===== config.mk =====
export PLATFORM = sky130hd
export DESIGN_NAME = modular_inverse_ext_euclid_top_flat
export DESIGN_NICKNAME = d
export VERILOG_FILES = /design/src/rtl/core/mie_pkg.sv /design/src/rtl/core/mie_if.sv /design/src/rtl/core/mie_div.sv /design/src/rtl/core/modular_inverse_ext_euclid_top.sv /design/src/flat_wrapper.sv
export SDC_FILE = /design/constraint.sdc
export NUM_CORES = 1
export LEC_CHECK = 0
export ABC_AREA = 1
export BUFFER_PORTS_ARGS = -buffer_cell sky130_fd_sc_hd__buf_2
export CAP_MARGIN = 5
export CORE_MARGIN = 5
export CORE_UTILIZATION = 25
export DETAILED_ROUTE_END_ITERATION = 8
export GPL_ROUTABILITY_DRIVEN = 1
export GPL_TIMING_DRIVEN = 0
export PLACE_DENSITY_LB_ADDON = 0.2
export SYNTH_ARGS = -nofsm -noshare
export SYNTH_HDL_FRONTEND = slang
export SYNTH_SLANG_ARGS = --single-unit

===== constraint.sdc =====
create_clock -name i_clk -period 4.6 [get_ports i_clk]
set_input_delay 0 -clock i_clk [delete_from_list [all_inputs] [get_ports i_clk]]
set_output_delay 0 -clock i_clk [all_outputs]
set_load 0.05 [all_outputs]

===== src/rtl/core/mie_pkg.sv =====
package mie_pkg;

    localparam int VALUE_WIDTH_DEF = 31;
    localparam int VALUE_WIDTH_MIN = 8;
    localparam int VALUE_WIDTH_MAX = 63;

endpackage


===== src/rtl/core/mie_if.sv =====
interface mie_in_if #(
    parameter int W = mie_pkg::VALUE_WIDTH_DEF
) ();
    logic         valid;
    logic         ready;
    logic [W-1:0] operand;

    modport source (output valid, output operand, input ready);
    modport sink   (input valid, input operand, output ready);
endinterface

interface mie_out_if #(
    parameter int W = mie_pkg::VALUE_WIDTH_DEF
) ();
    logic         valid;
    logic         ready;
    logic [W-1:0] inverse;
    logic         no_inverse;

    modport source (output valid, output inverse, output no_inverse, input ready);
    modport sink   (input valid, input inverse, input no_inverse, output ready);
endinterface


===== src/rtl/core/mie_div.sv =====
// Shift-subtract divider. Divisor is aligned upward first, then one quotient
// bit per cycle; each quotient bit also folds i_coef into o_prod (Horner form),
// so o_prod ends as quotient * i_coef.
module mie_div #(
    parameter int W = mie_pkg::VALUE_WIDTH_DEF
) (
    input  logic                i_clk,
    input  logic                i_rst_n,
    input  logic                i_start,
    input  logic [W-1:0]        i_dividend,
    input  logic [W-1:0]        i_divisor,
    input  logic signed [W:0]   i_coef,
    output logic                o_done,
    output logic [W-1:0]        o_rem,
    output logic signed [W:0]   o_prod
);
    import mie_pkg::*;

    localparam int CW = $clog2(W);

    localparam logic [1:0] P_IDLE  = 2'd0;
    localparam logic [1:0] P_ALIGN = 2'd1;
    localparam logic [1:0] P_SUB   = 2'd2;

    logic [1:0]        r_phase, n_phase;
    logic              r_done, n_done;
    logic [W-1:0]      r_rem, n_rem;
    logic [W-1:0]      r_d, n_d;
    logic [CW-1:0]     r_cnt, n_cnt;
    logic signed [W:0] r_prod, n_prod;
    logic              ge;

    assign ge = (r_rem >= r_d);

    always_comb begin
        n_phase = r_phase;
        n_done  = 1'b0;
        n_rem   = r_rem;
        n_d     = r_d;
        n_cnt   = r_cnt;
        n_prod  = r_prod;
        unique case (r_phase)
            P_IDLE: begin
                if (i_start) begin
                    n_rem   = i_dividend;
                    n_d     = i_divisor;
                    n_cnt   = '0;
                    n_prod  = '0;
                    n_phase = P_ALIGN;
                end
            end
            P_ALIGN: begin
                // 2d <= rem  <=>  d <= rem/2 (floor), so d never overflows W bits
                if (r_d <= (r_rem >> 1)) begin
                    n_d   = r_d << 1;
                    n_cnt = r_cnt + 1'b1;
                end else begin
                    n_phase = P_SUB;
                end
            end
            P_SUB: begin
                if (ge) begin
                    n_rem = r_rem - r_d;
                end
                n_prod = (r_prod <<< 1) + (ge ? i_coef : '0);
                if (r_cnt == '0) begin
                    n_phase = P_IDLE;
                    n_done  = 1'b1;
                end else begin
                    n_d   = r_d >> 1;
                    n_cnt = r_cnt - 1'b1;
                end
            end
            default: begin
                n_phase = P_IDLE;
            end
        endcase
    end

    always_ff @(posedge i_clk) begin
        if (!i_rst_n) begin
            r_phase <= P_IDLE;
            r_done  <= 1'b0;
        end else begin
            r_phase <= n_phase;
            r_done  <= n_done;
        end
        r_rem  <= n_rem;
        r_d    <= n_d;
        r_cnt  <= n_cnt;
        r_prod <= n_prod;
    end

    assign o_done = r_done;
    assign o_rem  = r_rem;
    assign o_prod = r_prod;

endmodule


===== src/rtl/core/modular_inverse_ext_euclid_top.sv =====
// Modular inverse by extended Euclid over one shared shift-subtract divider.
// Each transaction first reduces the operand modulo the modulus, then runs one
// division per Euclid step until the new remainder is zero, then finishes.
// Throughput: one transaction at a time; the next operand is taken once the
// result is handed to the output register, which may still be waiting.
// Reset (synchronous, active low) returns to idle, drops o_out.valid, modulus = 1.
module modular_inverse_ext_euclid_top #(
    parameter int VALUE_WIDTH = mie_pkg::VALUE_WIDTH_DEF
) (
    input  logic                   i_clk,
    input  logic                   i_rst_n,
    input  logic                   i_cfg_wr_en,
    input  logic [VALUE_WIDTH-1:0] i_cfg_wr_data,
    mie_in_if.sink                 i_in,
    mie_out_if.source              o_out
);
    import mie_pkg::*;

    localparam int W = VALUE_WIDTH;

    localparam logic [2:0] S_IDLE  = 3'd0;
    localparam logic [2:0] S_RED   = 3'd1;
    localparam logic [2:0] S_CHECK = 3'd2;
    localparam logic [2:0] S_EUC   = 3'd3;
    localparam logic [2:0] S_FIN   = 3'd4;

    logic [2:0]        r_state, n_state;
    logic [W-1:0]      r_mod;
    logic [W-1:0]      r_r, n_r;
    logic [W-1:0]      r_nr, n_nr;
    logic signed [W:0] r_t, n_t;
    logic signed [W:0] r_nt, n_nt;
    logic              r_ov, n_ov;
    logic [W-1:0]      r_inv, n_inv;
    logic              r_none, n_none;

    logic              in_acc;
    logic              div_start;
    logic [W-1:0]      div_dividend;
    logic [W-1:0]      div_divisor;
    logic              div_done;
    logic [W-1:0]      div_rem;
    logic signed [W:0] div_prod;
    logic [W:0]        t_lift;
    logic              out_free;

    assign i_in.ready = (r_state == S_IDLE);
    assign in_acc     = i_in.valid && i_in.ready;
    assign out_free   = !r_ov || o_out.ready;

    assign div_start    = (in_acc && (r_mod != '0)) || ((r_state == S_CHECK) && (r_nr != '0));
    assign div_dividend = (r_state == S_IDLE) ? i_in.operand : r_r;
    assign div_divisor  = (r_state == S_IDLE) ? r_mod : r_nr;

    // negative coefficient is lifted into 0..modulus-1
    assign t_lift = r_t + {1'b0, r_mod};

    mie_div #(.W(W)) u_div (
        .i_clk      (i_clk),
        .i_rst_n    (i_rst_n),
        .i_start    (div_start),
        .i_dividend (div_dividend),
        .i_divisor  (div_divisor),
        .i_coef     (r_nt),
        .o_done     (div_done),
        .o_rem      (div_rem),
        .o_prod     (div_prod)
    );

    always_comb begin
        n_state = r_state;
        n_r     = r_r;
        n_nr    = r_nr;
        n_t     = r_t;
        n_nt    = r_nt;
        n_ov    = r_ov && !o_out.ready;
        n_inv   = r_inv;
        n_none  = r_none;
        unique case (r_state)
            S_IDLE: begin
                if (in_acc) begin
                    if (r_mod == '0) begin
                        n_r     = '0;
                        n_state = S_FIN;
                    end else begin
                        n_state = S_RED;
                    end
                end
            end
            S_RED: begin
                if (div_done) begin
                    n_r     = r_mod;
                    n_nr    = div_rem;
                    n_t     = '0;
                    n_nt    = (W+1)'(1);
                    n_state = S_CHECK;
                end
            end
            S_CHECK: begin
                n_state = (r_nr == '0) ? S_FIN : S_EUC;
            end
            S_EUC: begin
                if (div_done) begin
                    n_t     = r_nt;
                    n_nt    = r_t - div_prod;
                    n_r     = r_nr;
                    n_nr    = div_rem;
                    n_state = S_CHECK;
                end
            end
            S_FIN: begin
                if (out_free) begin
                    n_ov    = 1'b1;
                    n_none  = (r_r != W'(1));
                    n_inv   = (r_r != W'(1)) ? '0 :
                              (r_t[W] ? t_lift[W-1:0] : r_t[W-1:0]);
                    n_state = S_IDLE;
                end
            end
            default: begin
                n_state = S_IDLE;
            end
        endcase
    end

    always_ff @(posedge i_clk) begin
        if (!i_rst_n) begin
            r_state <= S_IDLE;
            r_ov    <= 1'b0;
            r_mod   <= W'(1);
        end else begin
            r_state <= n_state;
            r_ov    <= n_ov;
            if (i_cfg_wr_en) begin
                r_mod <= i_cfg_wr_data;
            end
        end
        r_r    <= n_r;
        r_nr   <= n_nr;
        r_t    <= n_t;
        r_nt   <= n_nt;
        r_inv  <= n_inv;
        r_none <= n_none;
    end

    assign o_out.valid      = r_ov;
    assign o_out.inverse    = r_inv;
    assign o_out.no_inverse = r_none;

endmodule


===== src/flat_wrapper.sv =====
// flat-port wrapper written by rule: the top's interface ports become plain ports
module modular_inverse_ext_euclid_top_flat import mie_pkg::*;
#(
    parameter int VALUE_WIDTH = mie_pkg::VALUE_WIDTH_DEF
)
  (i_clk, i_rst_n, i_cfg_wr_en, i_cfg_wr_data, i_in_valid, i_in_operand, i_in_ready, o_out_valid, o_out_inverse, o_out_no_inverse, o_out_ready);
  mie_in_if i_in_i ();
  mie_out_if o_out_i ();
  input  logic i_clk;
  input  logic i_rst_n;
  input  logic i_cfg_wr_en;
  input  logic [VALUE_WIDTH-1:0] i_cfg_wr_data;
  input wire logic [$bits(i_in_i.valid)-1:0] i_in_valid;
  input wire logic [$bits(i_in_i.operand)-1:0] i_in_operand;
  output wire logic [$bits(i_in_i.ready)-1:0] i_in_ready;
  output wire logic [$bits(o_out_i.valid)-1:0] o_out_valid;
  output wire logic [$bits(o_out_i.inverse)-1:0] o_out_inverse;
  output wire logic [$bits(o_out_i.no_inverse)-1:0] o_out_no_inverse;
  input wire logic [$bits(o_out_i.ready)-1:0] o_out_ready;
  assign i_in_i.valid = i_in_valid;
  assign i_in_i.operand = i_in_operand;
  assign i_in_ready = i_in_i.ready;
  assign o_out_valid = o_out_i.valid;
  assign o_out_inverse = o_out_i.inverse;
  assign o_out_no_inverse = o_out_i.no_inverse;
  assign o_out_i.ready = o_out_ready;
  modular_inverse_ext_euclid_top #(.VALUE_WIDTH(VALUE_WIDTH)) u_core (.i_clk(i_clk), .i_rst_n(i_rst_n), .i_cfg_wr_en(i_cfg_wr_en), .i_cfg_wr_data(i_cfg_wr_data), .i_in(i_in_i), .o_out(o_out_i));
endmodule

Yosys cells after proc, flatten, opt, wreduce, memory -nomap -nowiden
Index checks and enable logic that the tools add are counted.

storage, ports and cells
  bits in registers = 295
  latch bits = 0
  memory bits (writable) = 0
  memory bits (read-only) = 0
  input bits = 67
  output and inout port bits = 34
  logic and storage cells = 113
  memories kept = 0

cells by class
  add/sub/neg operators = 6
  multiply operators = 0
  divide/modulo/power cells = 0
  magnitude comparators = 2
  equal/unequal tests = 19
  shift-type cells = 0
  multiplexer cells = 41
  bitwise operators = 0
  reductions and logical operators = 30

operators with widths
  cell                                                  number
  2-to-1 mux 31 bit                                     12
  2-to-1 mux 32 bit                                     6
  case mux 32 bit (2 select lines)                      3
  case mux 31 bit (3 select lines)                      2
  logical NOT 31 bit                                    2
  case mux 31 bit (2 select lines)                      1
  nonzero test 31 bit                                   2
  adder 32 bit                                          1
  subtractor 32 bit                                     1
  adder 31 bit                                          1
  greater-or-equal comparator 31 bit                    1
  <= comparator 31 x 30 -> 1 bit                        1
  != test 31 x 1 -> 1 bit (second input constant)       1
  subtractor 31 bit                                     1
  != test 2 bit (second input constant)                 9
  2-to-1 mux 3 bit                                      5
  2-to-1 mux 5 bit                                      3
  case mux 5 bit (3 select lines)                       1
  case mux 3 bit (4 select lines)                       1
  AND reduction 3 bit                                   4
  AND reduction 2 bit                                   4
  equality test 3 x 2 -> 1 bit (second input constant)  2
  2-to-1 mux 2 bit                                      3
  != test 2 x 1 -> 1 bit (second input constant)        3
  other kinds (19)                                      28

Logic depth before layout (Yosys ltp)
  word-level depth = 6
  depth in mapped cells = 28
  depth with buffers taken out = 27

By module
From an unflattened synthesis, not the netlist that was laid out.

unflattened totals
  cells, all modules = 3,009
  area, all modules = 21,876.0 um2

modules (own cells, without submodules)
  module                          times used  cells an instance  area each (um2)  sequential area each (um2)
  modular_inverse_ext_euclid_top  1           1,749              12,668.4         5,445.2
  mie_div                         1           1,260              9,207.6          3,032.9

Worst setup path after synthesis
OpenSTA, ideal clock, no wires.

  kind = flip-flop to flip-flop
  start point = register u_core.r_state[0]
  end point = register u_core.r_nt[0] (enable)
  setup time = 0.486 ns
  arrival = 3.318 ns
  data required time = 4.114 ns
  slack = 0.796 ns
  cell stages (with the launch flop) = 5
  buffers on the path = 0
  clock period less this slack = 3.804 ns
  path through = dfxtp_1 > inv_1 > nor2_2 > inv_2 > nor2_1

on the way
  word-level cells in the longest chain between the ends = 3
  elaborated cells between the ends (all ways) = 6
  those cells by class = 4 x eq/ne; 2 x reduce/logical

ends and longest elaborated chain
  element                                                                              line                                   source
  start: declaration                                                                   modular_inverse_ext_euclid_top.sv:27   logic [2:0] r_state, n_state;
  start signal: assignment                                                             modular_inverse_ext_euclid_top.sv:132  r_state <= n_state;
  equality test 3 x 2 -> 1 bit / equality test 3 x 1 -> 1 bit (equally long branches)  modular_inverse_ext_euclid_top.sv:79   unique case (r_state)
  != test 2 bit (no source line) / nonzero test 2 bit (equally long branches)          n/a
  AND reduction 3 bit (no source line) *                                               n/a
  end signal: assignment                                                               modular_inverse_ext_euclid_top.sv:141  r_nt <= n_nt;
  end: declaration                                                                     modular_inverse_ext_euclid_top.sv:32   logic signed [W:0] r_nt, n_nt;

Every way passes the cells marked *; elsewhere a longest branch is shown, timed or not.
A chain may end at the register's enable or synchronous reset.

Worst setup path after layout
  start point = register u_core.u_div.r_rem[6], in the netlist u_core.u_div.o_rem[6]
  end point = register u_core.u_div.r_prod[29], in the netlist u_core.u_div.o_prod[29] (data pin)

on the way
  word-level cells in the longest chain between the ends = 4

ends and longest elaborated chain
  element                             line           source
  start: declaration                  mie_div.sv:27  logic [W-1:0] r_rem, n_rem;
  start signal: assignment            mie_div.sv:88  r_rem <= n_rem;
  greater-or-equal comparator 31 bit  mie_div.sv:33  assign ge = (r_rem >= r_d);
  2-to-1 mux 32 bit                   mie_div.sv:65  n_prod = (r_prod <<< 1) + (ge ? i_coef : '0);
  adder 32 bit                        mie_div.sv:65
  case mux 32 bit (2 select lines)    mie_div.sv:42  unique case (r_phase)
  end signal: assignment              mie_div.sv:91  r_prod <= n_prod;
  end: declaration                    mie_div.sv:30  logic signed [W:0] r_prod, n_prod;

No other way between the ends.

==> results_dict.tcl <==
set metrics [dict create \
    total_of_endpoints_with_negative_setup_slack_in_the_final_report 0 \
    wire_length_of_the_first_global_routing_pass_mm 120 \
    final_cells 3992 \
    placement.io_buffers 100 \
    synth_nets 2896 \
    post_synthesis_average_cell_area_um2 7.87 \
    final_net_count 3116 \
    die_height_um 300 \
    post-synth-top-area-fraction 0.368 \
    layout_commonest_cell "sky130_fd_sc_hd__nand2_1" \
    ys_types 52 \
    mean_routed_wirelength_per_cell_um 20.5 \
    layout.cells.most_common_list "sky130_fd_sc_hd__nand2_1, sky130_fd_sc_hd__inv_1, sky130_fd_sc_hd__nor2_1" \
    static_leak_nw 10.6 \
    finalCritPeriodShare 0.916 \
    detailroute.via_count 19300 \
    setup_slack_on_the_worst_flop_to_flop_path_ns 0.38 \
    netlist_area_um2 21000 \
    rsz0062_at_grt "no" \
    place.gp.congestion 0.893 \
    cts_buffer_depth 3 \
    cts_tree "built" \
    outcome "complete, no violations" \
    cts.htree.levels 2 \
    critical_path_peak_fanout 10 \
    drv_cap 0 \
    core-area_um2 83400 \
    syn_to_final_growth_pct 19.4 \
    max-vdd-ir-drop_mv 0.406 \
    root_buffer "sky130_fd_sc_hd__clkbuf_16" \
    cp-start-kind "flip-flop" \
    final_max_slew_viol_count 0 \
    setup.worst_path.class "reg -> reg" \
    postSynthRegisterBits 295 \
    timing.critical_path.to_type "flip-flop" \
    detail_route.wirelength_mm 81.7 \
    worstSkewPairLatency_ns 0.58 \
    clockPowerShare 0.179 \
    dp_cells 3851 \
    synth-seq-area-share 0.404 \
    diodes 0 \
    count_of_final_hold_check_violations 0 \
    worst_ep_arrival_time_ns 4.52 \
    first_global_vias 18500 \
    seqPwrFrac 0.253 \
    design.die.area_um2 89800 \
    post_synth_inst_count 2664 \
    final.min_clock_period_ns 4.22 \
    ios 101 \
    comb_power_share 0.568 \
    ys.warnings.count 0 \
    antenna_found_initial 4 \
    vias_per_cell 4.83 \
    grtUsageTotal 0.176 \
    ys_top_cells_by_area "sky130_fd_sc_hd__edfxtp_1, sky130_fd_sc_hd__ha_1, sky130_fd_sc_hd__nand2_1" \
    finClkSkew_ns 0.0321 \
    die_width_um 300 \
    detailedPlacementHpwl_mm 66.8 \
    drc 0 \
    clk_pin_slew_worst_paths_ns 0.06 \
    cellInternalPower_mw 8.76 \
    worst-slew-pin-transition_ns 1.07 \
    grt_start_max_net_pins 34 \
    globalRouteOverflowTotal 0 \
    fmaxAchievable_mhz 237 \
    final_layout_size_suffix_gt1_frac 0.0941 \
    placementRows 106 \
    synthDominantAreaCellType "sky130_fd_sc_hd__edfxtp_1" \
    switching_power_mw 8.51 \
    powerDensity_nw_per_um2 690 \
    tritoncts.num_buffers 37 \
    cts_num_sinks 295 \
    max_slew_margin_vs_limit 0.284 \
    final_antenna_net_count 0 \
    num-fill-cells 8932 \
    worst_hold_path_type "in -> reg" \
    power.switching_fraction 0.493 \
    initial_utilization 0.251 \
    number_of_iterations_in_the_first_detailed_routing_pass 5 \
    drt-initial-drc-count 1534 \
    post_route_setup_tns_ns 0 \
    worst-endpoint-required_ns 4.90 \
]
critical path, cell delays in order (launching register included):
cell and delay (ns):
sky130_fd_sc_hd__edfxtp_1 0.47, sky130_fd_sc_hd__ha_1 0.38, sky130_fd_sc_hd__nand2_1 0.09, sky130_fd_sc_hd__nand2_1 0.11, sky130_fd_sc_hd__a21oi_1 0.13, sky130_fd_sc_hd__nand2_1 0.16
sky130_fd_sc_hd__nand2_1 0.10, sky130_fd_sc_hd__nand2_1 0.11, sky130_fd_sc_hd__nand2_1 0.13, sky130_fd_sc_hd__nand2_4 0.13, sky130_fd_sc_hd__inv_4 0.13, sky130_fd_sc_hd__buf_12 0.18
sky130_fd_sc_hd__nor2_4 0.04, sky130_fd_sc_hd__ha_1 0.26, sky130_fd_sc_hd__fa_1 0.45, sky130_fd_sc_hd__nand2_1 0.10, sky130_fd_sc_hd__nand2_1 0.07, sky130_fd_sc_hd__o21ai_2 0.09
sky130_fd_sc_hd__inv_2 0.10, sky130_fd_sc_hd__a21oi_4 0.19, sky130_fd_sc_hd__o21ai_2 0.12, sky130_fd_sc_hd__nand3b_1 0.15, sky130_fd_sc_hd__nand3_1 0.09, sky130_fd_sc_hd__nand2_1 0.07
sky130_fd_sc_hd__nor2_1 0.07
layer usage:
metal / up-vias / part of all wire / global-route usage
met5: - / 0.000086 / 0
met4: 2 / 0.020 / 0.0355
met3: 93 / 0.064 / 0.0296
met2: 599 / 0.45 / 0.284
met1: 9017 / 0.47 / 0.251
li1: 9553 / - / -
timing repair:
| action | 4_1_cts | 5_1_grt |
|---|---|---|
| hold endpoints to repair | 66 | 0 |
| setup buffers | 0 | 2 |
| hold buffers | 72 | 0 |
| gates resized for setup | 1 | 15 |
| endpoints found under the setup margin | 1 | 8 |
cells by family (layout without fill, tap and decap cells):
kind of cell / count (synthesis) / in the layout / synth area share
XOR/XNOR: 28 / 28 / 0.0117
buffers and inverters: 451 / 699 / 0.0838
flip-flops: 295 / 295 / 0.404
AND/OR/NAND/NOR: 1017 / 1017 / 0.211
adder cells (fa/ha/maj): 165 / 165 / 0.100
AO/OA/AOI/OAI: 708 / 708 / 0.189
worst paths after layout:
check | from | to | cells after the start
hold reg to reg | u_core.u_div.o_rem[0] | u_core.r_nr[0] | 0
setup reg to reg | u_core.u_div.o_rem[6] | u_core.u_div.o_prod[29] | 24
hold / removal | i_in_operand[5] | u_core.u_div.o_rem[5] | 5
setup / recovery | u_core.u_div.o_rem[6] | u_core.u_div.o_prod[29] | 24
stage by stage:
step	hold WS, ns	setup WS (ns)	power, mW	cell area, µm²	utilization
2_1_floorplan	0.111	0.796	10.9	21000	-
3_3_place_gp	0.307	-1.49	14.0	22800	0.274
3_5_place_dp	0.307	0.0343	14.0	23000	0.276
4_1_cts	0.0156	0.0868	17.2	25000	0.300
5_1_grt	0.0811	0.0812	18.6	25000	0.300
6_report	0.0512	0.384	17.3	25000	0.300
power groups by stage:
| stage | Clock, mW | Sequential (mW) | Combinational, mW |
|---|---|---|---|
| after floorplan | 0 | 4.19 | 6.73 |
| after global placement | 0 | 4.46 | 9.53 |
| after detailed placement | 0 | 4.43 | 9.56 |
| after CTS | 3.16 | 4.38 | 9.66 |
| after global routing | 3.26 | 4.43 | 11.0 |
| final | 3.09 | 4.37 | 9.82 |
area by class of cell:
type,count,area (µm²),area share
multi-input combinational,1918,10800,0.432
sequential,295,8480,0.339
inverter,385,1450,0.0578
timing repair buffer,181,1370,0.0549
tap,1080,1350,0.0540
clock buffer,44,993,0.0397
buffer,66,314,0.0125
clock inverter,23,265,0.0106
synth_stat cells (all sizes together):
cell / count
buf: 23
a21o: 10
o21bai: 24
edfxtp: 257
a22oi: 1
nor4: 17
xor2: 23
o22ai: 36
o2bb2ai: 4
a211oi: 4
o211ai: 6
o21a: 23
clkbuf: 43
o221ai: 31
nand4: 24
nor2: 386
and2: 2
a31oi: 4
inv: 385
nand2: 447
fa: 5
nor3b: 1
a21oi: 297
and3: 2
nand3: 93
a21boi: 4
xnor2: 5
nand3b: 7
o21ai: 263
ha: 160
nor3: 36
or2: 2
o311ai: 1
dfxtp: 38
Note: power is estimated with default switching activity, not from simulation.
